$ cat src/sv/escape_decode_tokenize_stream_macros.svh
// Assertion macros for the escape decode and tokenize stream block.
// Used by modules that hold concurrent checks; expects clk and arst_n in scope.
`ifndef ESCAPE_DECODE_TOKENIZE_STREAM_MACROS_SVH
`define ESCAPE_DECODE_TOKENIZE_STREAM_MACROS_SVH

// A condition that must hold at every clock edge outside reset.
`define EDTS_CHECK(lbl, expr, msg) \
	lbl: assert property (@(posedge clk) disable iff (!arst_n) (expr)) else $error(msg);

// An antecedent that implies a consequent in the same cycle.
`define EDTS_IMPLY(lbl, ante, cons, msg) \
	lbl: assert property (@(posedge clk) disable iff (!arst_n) (ante) |-> (cons)) else $error(msg);

`endif

$ cat src/sv/edts_pkg.sv
// Shared types, constants and byte functions of the escape decode and tokenize block.
// Depends on nothing; used by the front, queue, back and top level.
`default_nettype none

package edts_pkg;

	localparam logic [7:0] BSLASH = 8'h5c;
	localparam logic [7:0] DQUOTE = 8'h22;
	localparam logic [7:0] NL     = 8'h0a;
	localparam logic [7:0] LBRACK = 8'h5b;
	localparam logic [7:0] RBRACK = 8'h5d;
	localparam logic [7:0] ZERO   = 8'h30;
	localparam logic [7:0] LOWX   = 8'h78;

	localparam int unsigned MASK_W   = 64;
	localparam int unsigned NUM_REGS = 4;
	localparam int unsigned IDX_W    = 2;

	localparam int unsigned QDEPTH = 4;
	localparam int unsigned QPTR_W = 2;
	localparam int unsigned QCNT_W = 3;

	localparam logic [2:0] POS_LAST = 3'd5;

	// One accepted input item after escape decoding and separator lookup.
	typedef struct packed {
		logic [7:0] d0;
		logic [7:0] d1;
		logic       sep0;
		logic       sep1;
		logic       has1;
		logic       eos;
	} job_t;

	// True when the byte is the second character of a known escape.
	function automatic logic esc_hit(input logic [7:0] c);
		logic r;
		unique case (c)
			8'h6e, 8'h74, 8'h76, 8'h62, 8'h72, 8'h66, 8'h61, BSLASH, DQUOTE: r = 1'b1;
			default: r = 1'b0;
		endcase
		return r;
	endfunction

	// Decoded value of an escape; other bytes map to themselves.
	function automatic logic [7:0] esc_val(input logic [7:0] c);
		logic [7:0] r;
		unique case (c)
			8'h6e:   r = 8'h0a;
			8'h74:   r = 8'h09;
			8'h76:   r = 8'h0b;
			8'h62:   r = 8'h08;
			8'h72:   r = 8'h0d;
			8'h66:   r = 8'h0c;
			8'h61:   r = 8'h07;
			default: r = c;
		endcase
		return r;
	endfunction

	// Bytes that print as bracketed hex.
	function automatic logic is_special(input logic [7:0] d);
		logic r;
		unique case (d)
			8'h0a, 8'h09, 8'h0b, 8'h08, 8'h0d, 8'h0c, 8'h07, BSLASH, DQUOTE: r = 1'b1;
			default: r = 1'b0;
		endcase
		return r;
	endfunction

	function automatic logic [7:0] hex_digit(input logic [3:0] v);
		logic [7:0] r;
		if (v < 4'd10) begin
			r = 8'h30 + {4'h0, v};
		end else begin
			r = 8'h57 + {4'h0, v};
		end
		return r;
	endfunction

	// Character at a position of the bracketed form [0xhh].
	function automatic logic [7:0] bracket_char(input logic [7:0] d, input logic [2:0] pos);
		logic [7:0] r;
		unique case (pos)
			3'd0:    r = LBRACK;
			3'd1:    r = ZERO;
			3'd2:    r = LOWX;
			3'd3:    r = hex_digit(d[7:4]);
			3'd4:    r = hex_digit(d[3:0]);
			default: r = RBRACK;
		endcase
		return r;
	endfunction

endpackage

`default_nettype wire

$ cat src/sv/edts_front.sv
// Front end: escape decoding, separator mask registers and separator lookup.
// Depends on edts_pkg; feeds decoded jobs into edts_queue.
`default_nettype none

module edts_front (
	input  wire logic                          clk,
	input  wire logic                          arst_n,
	input  wire logic                          cfg_we,
	input  wire logic [edts_pkg::IDX_W-1:0]    cfg_index,
	input  wire logic [edts_pkg::MASK_W-1:0]   cfg_data,
	input  wire logic                          in_valid,
	input  wire logic [7:0]                    in_byte,
	input  wire logic                          end_of_stream,
	input  wire logic                          queue_full,
	output logic                               in_stall,
	output logic                               push,
	output edts_pkg::job_t                     job
);

	logic [edts_pkg::NUM_REGS-1:0][edts_pkg::MASK_W-1:0] mask_q;
	logic [edts_pkg::NUM_REGS*edts_pkg::MASK_W-1:0]      mask_flat;
	logic                                                pending_q;
	logic                                                accept;
	logic                                                makes_job;

	assign mask_flat = mask_q;
	assign in_stall  = queue_full;
	assign accept    = in_valid && !queue_full;
	// A lone backslash that is not the last byte only opens an escape.
	assign makes_job = pending_q || !((in_byte == edts_pkg::BSLASH) && !end_of_stream);
	assign push      = accept && makes_job;

	always_comb begin
		job.eos = end_of_stream;
		job.d1  = in_byte;
		if (pending_q && !edts_pkg::esc_hit(in_byte)) begin
			job.d0   = edts_pkg::BSLASH;
			job.has1 = 1'b1;
		end else if (pending_q) begin
			job.d0   = edts_pkg::esc_val(in_byte);
			job.has1 = 1'b0;
		end else begin
			job.d0   = in_byte;
			job.has1 = 1'b0;
		end
		job.sep0 = mask_flat[job.d0];
		job.sep1 = mask_flat[job.d1];
	end

	always_ff @(posedge clk or negedge arst_n) begin
		if (!arst_n) begin
			pending_q <= 1'b0;
			mask_q    <= '0;
		end else begin
			if (cfg_we) begin
				mask_q[cfg_index] <= cfg_data;
			end
			if (accept) begin
				pending_q <= !pending_q && (in_byte == edts_pkg::BSLASH) && !end_of_stream;
			end
		end
	end

endmodule

`default_nettype wire

$ cat src/sv/edts_queue.sv
// Short job queue between the front end and the print sequencer.
// Depends on edts_pkg for the job type and depth.
`default_nettype none

module edts_queue (
	input  wire logic            clk,
	input  wire logic            arst_n,
	input  wire logic            push,
	input  wire edts_pkg::job_t  din,
	input  wire logic            pop,
	output edts_pkg::job_t       dout,
	output logic                 valid,
	output logic                 full
);

	edts_pkg::job_t                  entry_q [edts_pkg::QDEPTH];
	logic [edts_pkg::QPTR_W-1:0]     wr_ptr_q;
	logic [edts_pkg::QPTR_W-1:0]     rd_ptr_q;
	logic [edts_pkg::QCNT_W-1:0]     count_q;

	assign dout  = entry_q[rd_ptr_q];
	assign valid = (count_q != '0);
	assign full  = (count_q == edts_pkg::QCNT_W'(edts_pkg::QDEPTH));

	always_ff @(posedge clk) begin
		if (push) begin
			entry_q[wr_ptr_q] <= din;
		end
	end

	always_ff @(posedge clk or negedge arst_n) begin
		if (!arst_n) begin
			wr_ptr_q <= '0;
			rd_ptr_q <= '0;
			count_q  <= '0;
		end else begin
			if (push) begin
				wr_ptr_q <= wr_ptr_q + 1'b1;
			end
			if (pop) begin
				rd_ptr_q <= rd_ptr_q + 1'b1;
			end
			if (push && !pop) begin
				count_q <= count_q + 1'b1;
			end else if (pop && !push) begin
				count_q <= count_q - 1'b1;
			end
		end
	end

endmodule

`default_nettype wire

$ cat src/sv/edts_back.sv
// Back end: prints decoded jobs one output byte per cycle while the output is not stalled, into an output register.
// Depends on edts_pkg and the assertion macros header.
`default_nettype none
`include "escape_decode_tokenize_stream_macros.svh"

module edts_back (
	input  wire logic            clk,
	input  wire logic            arst_n,
	input  wire logic            job_valid,
	input  wire edts_pkg::job_t  job_in,
	output logic                 pop,
	output logic                 out_valid,
	input  wire logic            out_stall,
	output logic [7:0]           out_byte,
	output logic                 last_of_run
);

	typedef enum logic {PH_BYTE, PH_EOS} phase_t;

	phase_t          phase_q;
	edts_pkg::job_t  job_q;
	logic            busy_q;
	logic            sel_q;
	logic [2:0]      pos_q;
	logic            lb_q;
	logic            out_valid_q;
	logic [7:0]      out_byte_q;
	logic            out_last_q;

	logic            advance;
	logic            step;
	logic [7:0]      cur_d;
	logic            cur_sep;
	logic            brk;
	logic            byte_done;
	logic            more_byte;
	logic            job_done;
	logic [7:0]      emit_byte;
	logic            mid_bracket;
	logic            on_special;

	assign advance   = !out_valid_q || !out_stall;
	assign step      = busy_q && advance;
	assign cur_d     = sel_q ? job_q.d1 : job_q.d0;
	assign cur_sep   = sel_q ? job_q.sep1 : job_q.sep0;
	// A separator breaks the line only at the start of a byte and only once in a row.
	assign brk       = (pos_q == 3'd0) && cur_sep && !lb_q;
	assign more_byte = !sel_q && job_q.has1;

	assign mid_bracket = busy_q && (pos_q != 3'd0);
	assign on_special  = (phase_q == PH_BYTE) && edts_pkg::is_special(cur_d);

	always_comb begin
		byte_done = 1'b0;
		job_done  = 1'b0;
		emit_byte = edts_pkg::NL;
		unique case (phase_q)
			PH_EOS: begin
				job_done = 1'b1;
			end
			PH_BYTE: begin
				if (brk) begin
					byte_done = 1'b1;
				end else if (edts_pkg::is_special(cur_d)) begin
					emit_byte = edts_pkg::bracket_char(cur_d, pos_q);
					byte_done = (pos_q == edts_pkg::POS_LAST);
				end else begin
					emit_byte = cur_d;
					byte_done = 1'b1;
				end
				job_done = byte_done && !more_byte && !job_q.eos;
			end
			default: begin
				job_done = 1'b1;
			end
		endcase
	end

	assign pop = job_valid && (!busy_q || (step && job_done));

	always_ff @(posedge clk or negedge arst_n) begin
		if (!arst_n) begin
			phase_q     <= PH_BYTE;
			busy_q      <= 1'b0;
			sel_q       <= 1'b0;
			pos_q       <= 3'd0;
			lb_q        <= 1'b0;
			out_valid_q <= 1'b0;
		end else begin
			if (step) begin
				if (phase_q == PH_EOS) begin
					lb_q <= 1'b0;
				end else if (brk) begin
					lb_q <= 1'b1;
				end else if (pos_q == 3'd0) begin
					lb_q <= 1'b0;
				end
			end
			if (pop) begin
				busy_q  <= 1'b1;
				sel_q   <= 1'b0;
				pos_q   <= 3'd0;
				phase_q <= PH_BYTE;
			end else if (step) begin
				if (phase_q != PH_EOS) begin
					if (byte_done) begin
						pos_q <= 3'd0;
						if (more_byte) begin
							sel_q <= 1'b1;
						end else if (job_q.eos) begin
							phase_q <= PH_EOS;
						end
					end else begin
						pos_q <= pos_q + 3'd1;
					end
				end
				if (job_done) begin
					busy_q <= 1'b0;
				end
			end
			if (advance) begin
				out_valid_q <= step;
			end
		end
	end

	always_ff @(posedge clk) begin
		if (pop) begin
			job_q <= job_in;
		end
		if (step) begin
			out_byte_q <= emit_byte;
			out_last_q <= job_done;
		end
	end

	assign out_valid   = out_valid_q;
	assign out_byte    = out_byte_q;
	assign last_of_run = out_last_q;

	`EDTS_CHECK(a_pos_range, pos_q <= edts_pkg::POS_LAST, "bracket position out of range")
	`EDTS_IMPLY(a_pos_special, mid_bracket, on_special, "bracket position set on a plain byte")
	`EDTS_IMPLY(a_eos_phase, busy_q && (phase_q == PH_EOS), job_q.eos, "stray closing newline")
	`EDTS_IMPLY(a_pop_busy, pop && busy_q, step && job_done, "job loaded over an unfinished job")

endmodule

`default_nettype wire

$ cat src/sv/escape_decode_tokenize_stream.sv
// Escape decode and tokenize: one output byte per cycle while the output is not stalled; an item gives 0 to 13 bytes.
// The first output byte of an item passes through the queue, the job register and the output register.
// The print sequencer sets the pace; a special byte prints in the bracketed hex form [0xhh].
// Asynchronous active-low reset clears escape and line state, the queue and the masks.
// Depends on edts_pkg, edts_front, edts_queue and edts_back.
`default_nettype none

module escape_decode_tokenize_stream (
	input  wire logic                          clk,
	input  wire logic                          arst_n,
	input  wire logic                          cfg_we,
	input  wire logic [edts_pkg::IDX_W-1:0]    cfg_index,
	input  wire logic [edts_pkg::MASK_W-1:0]   cfg_data,
	input  wire logic                          in_valid,
	output logic                               in_stall,
	input  wire logic [7:0]                    in_byte,
	input  wire logic                          end_of_stream,
	output logic                               out_valid,
	input  wire logic                          out_stall,
	output logic [7:0]                         out_byte,
	output logic                               last_of_run
);

	// The front end decodes each beat into at most two bytes, looks both up in
	// the separator mask and pushes one job into the queue. A beat that only
	// opens an escape pushes nothing. The front stalls only when the queue is full.
	edts_pkg::job_t  front_job;
	edts_pkg::job_t  head_job;
	logic            push;
	logic            pop;
	logic            head_valid;
	logic            queue_full;

	edts_front u_front (
		.clk           (clk),
		.arst_n        (arst_n),
		.cfg_we        (cfg_we),
		.cfg_index     (cfg_index),
		.cfg_data      (cfg_data),
		.in_valid      (in_valid),
		.in_byte       (in_byte),
		.end_of_stream (end_of_stream),
		.queue_full    (queue_full),
		.in_stall      (in_stall),
		.push          (push),
		.job           (front_job)
	);

	// The queue lets the front keep taking beats while the back end works
	// through a long bracketed run or waits on a stalled output.
	edts_queue u_queue (
		.clk    (clk),
		.arst_n (arst_n),
		.push   (push),
		.din    (front_job),
		.pop    (pop),
		.dout   (head_job),
		.valid  (head_valid),
		.full   (queue_full)
	);

	// The back end keeps the line-broken state and sequences the printed bytes.
	// It loads the next job in the cycle it finishes one, so runs follow back to back.
	edts_back u_back (
		.clk         (clk),
		.arst_n      (arst_n),
		.job_valid   (head_valid),
		.job_in      (head_job),
		.pop         (pop),
		.out_valid   (out_valid),
		.out_stall   (out_stall),
		.out_byte    (out_byte),
		.last_of_run (last_of_run)
	);

endmodule

`default_nettype wire
$ cat config.mk
export PLATFORM = sky130hd
export DESIGN_NAME = escape_decode_tokenize_stream
export DESIGN_NICKNAME = d
export VERILOG_FILES = /design/src/sv/edts_pkg.sv /design/src/sv/edts_front.sv /design/src/sv/edts_queue.sv /design/src/sv/edts_back.sv /design/src/sv/escape_decode_tokenize_stream.sv
export VERILOG_INCLUDE_DIRS = /design/src /design/src/sv
export SDC_FILE = /design/constraint.sdc
export NUM_CORES = 1
export LEC_CHECK = 0
export BUFFER_PORTS_ARGS = -buffer_cell sky130_fd_sc_hd__buf_2
export CAP_MARGIN = 0
export CELL_PAD_IN_SITES_DETAIL_PLACEMENT = 1
export CELL_PAD_IN_SITES_GLOBAL_PLACEMENT = 1
export CORE_UTILIZATION = 30
export CTS_BUF_LIST = sky130_fd_sc_hd__clkbuf_4
export CTS_CLUSTER_DIAMETER = 50
export DETAILED_ROUTE_END_ITERATION = 16
export GPL_TIMING_DRIVEN = 1
export PLACE_DENSITY_LB_ADDON = 0.1
export SLEW_MARGIN = 20
export SYNTH_ARGS = -nofsm -noshare
export SYNTH_HDL_FRONTEND = slang
export SYNTH_SLANG_ARGS = --single-unit
$ cat constraint.sdc
create_clock -name clk -period 11.6 [get_ports clk]
set_input_delay 2.32 -clock clk [delete_from_list [all_inputs] [get_ports clk]]
set_output_delay 2.32 -clock clk [all_outputs]
set_load 0.01 [all_outputs]
==> results.sh <==
export IMPL_clkLatencyLatePin_ps=910
export IMPL_power_share_switching_pct=34.7
export IMPL_numCtsBuffers=109
export IMPL_cts_clk_slew_worst_paths_ps=60
export IMPL_crit_arrival_ps=8080
export IMPL_ys_types=84
export IMPL_firstDrtPassIters=6
export IMPL_post_route_drc_count=0
export IMPL_wl_um=64700
export IMPL_cp_cell_sequence="buf_2 > or4b_4 > a2111o_1 > buf_4 > nand2b_4 > nand2_4 > inv_2 > buf_4 > nand2_1 > and3_1 > a311o_1 > a2111oi_2 > nor4_1 > o32ai_1"
export IMPL_die_area_um2=66900
export IMPL_pre_cts_ws_ps=3300
export IMPL_status="finished, final reports clean"
export IMPL_period_share_pct=64.9
export IMPL_synthXorXnorAreaFrac_pct=0.310
export IMPL_ys_seq_elements=381
export IMPL_async_flop_share_pct=71.4
export IMPL_synthCells=1466
export IMPL_antenna_found_initial=2
export IMPL_critPathRequiredTime_ps=12150
export IMPL_synthSimpleGateAreaFrac_pct=8.20
export IMPL_switchingPower_mw=1.64
export IMPL_synth_top_area_share_pct=34.4
export IMPL_maxCapViolCount=0
export IMPL_avgSynthCellArea_um2=13.5
export IMPL_rsz0062_at_grt="no"
export IMPL_clock_path_buffers=3
export IMPL_relSlewSlack_pct=26.7
export IMPL_root_buffer="clkbuf_4"
export IMPL_cts_resized=0
export IMPL_synth_edff_count=109
export IMPL_drv_slew=0
export IMPL_numPortBuffers=90
export IMPL_p_comb_share_pct=29.6
export IMPL_synth_mux_area_share_pct=28.0
export IMPL_power_density_nw_per_um2=210
export IMPL_cts_tree="built"
export IMPL_startpoint_type="input pin"
export IMPL_grt_pass1_wl_um=98700
export IMPL_drtIter0Drc=683
export IMPL_synthAdderAreaFrac_pct=1.24
export IMPL_seq_power_share_pct=41.9
export IMPL_syn_nets=1565
export IMPL_worst_slew_pin_slew_ps=1100
export IMPL_nets=1683
export IMPL_cpMaxStageDelayCell="inv_2"
export IMPL_critPathTopFamily="simple AND/OR/NAND/NOR gates"
export IMPL_vias_per_cell=5.34
export IMPL_area_growth_pct=13.6
export IMPL_cts_setup_buffers=0
export IMPL_finalSetupViolCount=0
export IMPL_critical_path_class="input pin to flop"
export IMPL_yosysTopAreaCell="dfrtp_1"
export IMPL_wl_per_cell_um=25.6
export IMPL_yosys_most_used_dff="dfrtp_1"
export IMPL_irDropWorstVdd_mv=0.0777
export IMPL_critPathBufInv=4
export IMPL_critPathMaxStageDelay_ps=780
export IMPL_ys_seq_area_share_pct=51.0
export IMPL_p_leak_nw=8.97
export IMPL_die_y_um=259
export IMPL_grt_pass1_vias=14700
export IMPL_fp_dieW_um=259
export IMPL_start_util_pct=30.5
export IMPL_end_kind="flop"
export IMPL_hold_violations=0
export IMPL_htree_levels=3
export IMPL_postRouteAntennaNets=0
export IMPL_hp_class="flop to flop"
export IMPL_rows=93
export IMPL_ys_warnings_count=0
export IMPL_hpwlAfterDp_um=44000
export IMPL_globalRoute_totalOverflow=0
export IMPL_cts_sink_count=381
export IMPL_path_common_cell="buf_4"
export IMPL_synth_compound_area_share_pct=7.76
export IMPL_setup_tns_ps=0
export IMPL_vias=13500
export IMPL_post_route_min_period_ps=7530
export IMPL_grt_usage_pct=19.8
export IMPL_core_area_um2=64800
export IMPL_grt_max_degree=76
export IMPL_routabilityCongestion=0.801
export IMPL_ioPinCount=91
export IMPL_fin_ws_ps=4070
export IMPL_ys_top_cells_by_area="dfrtp_1 34%, edfxtp_1 17%, mux2_2 15%"
export IMPL_hold_buffers=0
export IMPL_skew_ps=62.3
export IMPL_cp_max_fo=42
export IMPL_synth_top_family_by_area="multiplexers"
export IMPL_drive_above_1_share_pct=40.5
export IMPL_p_clk_share_pct=28.4
export IMPL_rrSetupSlack_ps=6020
export IMPL_fmaxAchievable_mhz=133
export IMPL_syn_area_um2=19800
export IMPL_p_int_mw=3.08
[synthesized netlist by cell type, types with 4 or more instances]
library cell  number
nor3_1            14
nor2_1            37
edfxtp_1         109
a22o_1             6
a311oi_1          27
inv_1             22
dfrtp_1          272
nand3_1           30
a2111oi_0          5
nor4_1             5
xnor2_1            4
nand3b_1           4
and3_1            47
mux4_2           105
buf_4              7
a31oi_1           27
mux2_2           260
buf_6             14
nand2_1          160
o31ai_1            5
and2_1             5
mux2i_1           24
ha_1              18
a211oi_1          40
buf_1             10
o21ai_0           13
nor2b_1            6
a21oi_1           16
clkbuf_1          53
a221oi_1           5
buf_2             26
[power by group through the flow]
| stage | combinational [mW] | sequential, mW | clock, mW |
|---|---|---|---|
| after floorplan | 1.00 | 1.88 | 0 |
| after global placement | 1.40 | 2.00 | 0 |
| after detailed placement | 1.42 | 2.01 | 0 |
| after CTS | 1.43 | 1.98 | 1.40 |
| after global routing | 1.53 | 2.02 | 1.46 |
| final | 1.40 | 1.98 | 1.34 |
[metrics by stage]
step,utilization (%),hold slack [ps],total power [mW],instance area [um2],cells
after global placement,32.3,483,3.40,20900,2327
after floorplan,-,464,2.88,19800,1466
after CTS,34.6,508,4.81,22400,2529
final,34.7,503,4.72,22500,2531
after detailed placement,32.3,497,3.43,20900,2327
after global routing,34.7,548,5.01,22500,2531
[layout make-up]
class,instances,area [um2]
Sequential cell,381,10100
Fill cell,6899,42400
Timing Repair Buffer,118,696
Clock buffer,168,1260
Antenna cell,1,2.50
Inverter,26,97.6
Multi-Input combinational cell,948,9010
Clock inverter,34,239
Tap cell,855,1070
[flip-flops by register name (all words and copies together), names as in the netlist, 2 cells and up]
register / cells
u_back.job_q: 20
u_back.out_byte: 8
u_back.pos_q: 3
u_front.mask_flat: 256
u_queue.count_q: 3
u_queue.entry_q: 80
u_queue.rd_ptr_q: 2
u_queue.wr_ptr_q: 2
[path summary, 6_finish.rpt]
check	start	to	cells past startpoint
min in group asynchronous	arst_n	u_back.out_valid	1
max	in_byte[3]	u_queue.entry_q[3][3]	14
max in group asynchronous	arst_n	u_front.mask_flat[98]	4
min reg2reg	u_queue.count_q[2]	u_queue.count_q[2]	1
min	u_queue.count_q[2]	u_queue.count_q[2]	1
max reg2reg	u_front.pending_q	u_queue.entry_q[3][3]	13
[cells in the final DEF, fill, tap and decap left out, types with 6 or more instances in the layout]
cell	n
nor3_1	14
ha_1	18
edfxtp_1	109
a22o_1	6
a31oi_1	27
clkinv_1	26
mux2i_1	24
a21oi_1	16
inv_1	22
mux2_2	260
buf_4	29
nor2b_1	6
a311oi_1	27
mux4_2	105
a211oi_1	40
nand2_1	160
o21ai_0	13
and3_1	47
nand3_1	29
nor2_1	36
clkbuf_4	168
dfrtp_1	272
buf_2	87
[logic make-up after synthesis]
logic type	Yosys count
xor+xnor	7
mux	389
fa+ha+maj	19
compound gates	197
buf+inv	137
flops	381
simple gates	336
[worst register-to-register path: cells and delay by family (launching register included)]
kind                   cells  cell delay [ps]
and+or+nand+nor            5             1280
AOI/OAI and AO/OA          4             1790
DFF                        1              540
buffers and inverters      4             1660
[metal layers]
metal	vias up	global-route usage, %	wire (um)
met4	0	6.89	1800
li1	5953	-	-
met1	7155	26.0	28500
met5	-	0	0
met2	272	33.4	32200
met3	125	2.93	2160
(Power assumes the default switching activity.)
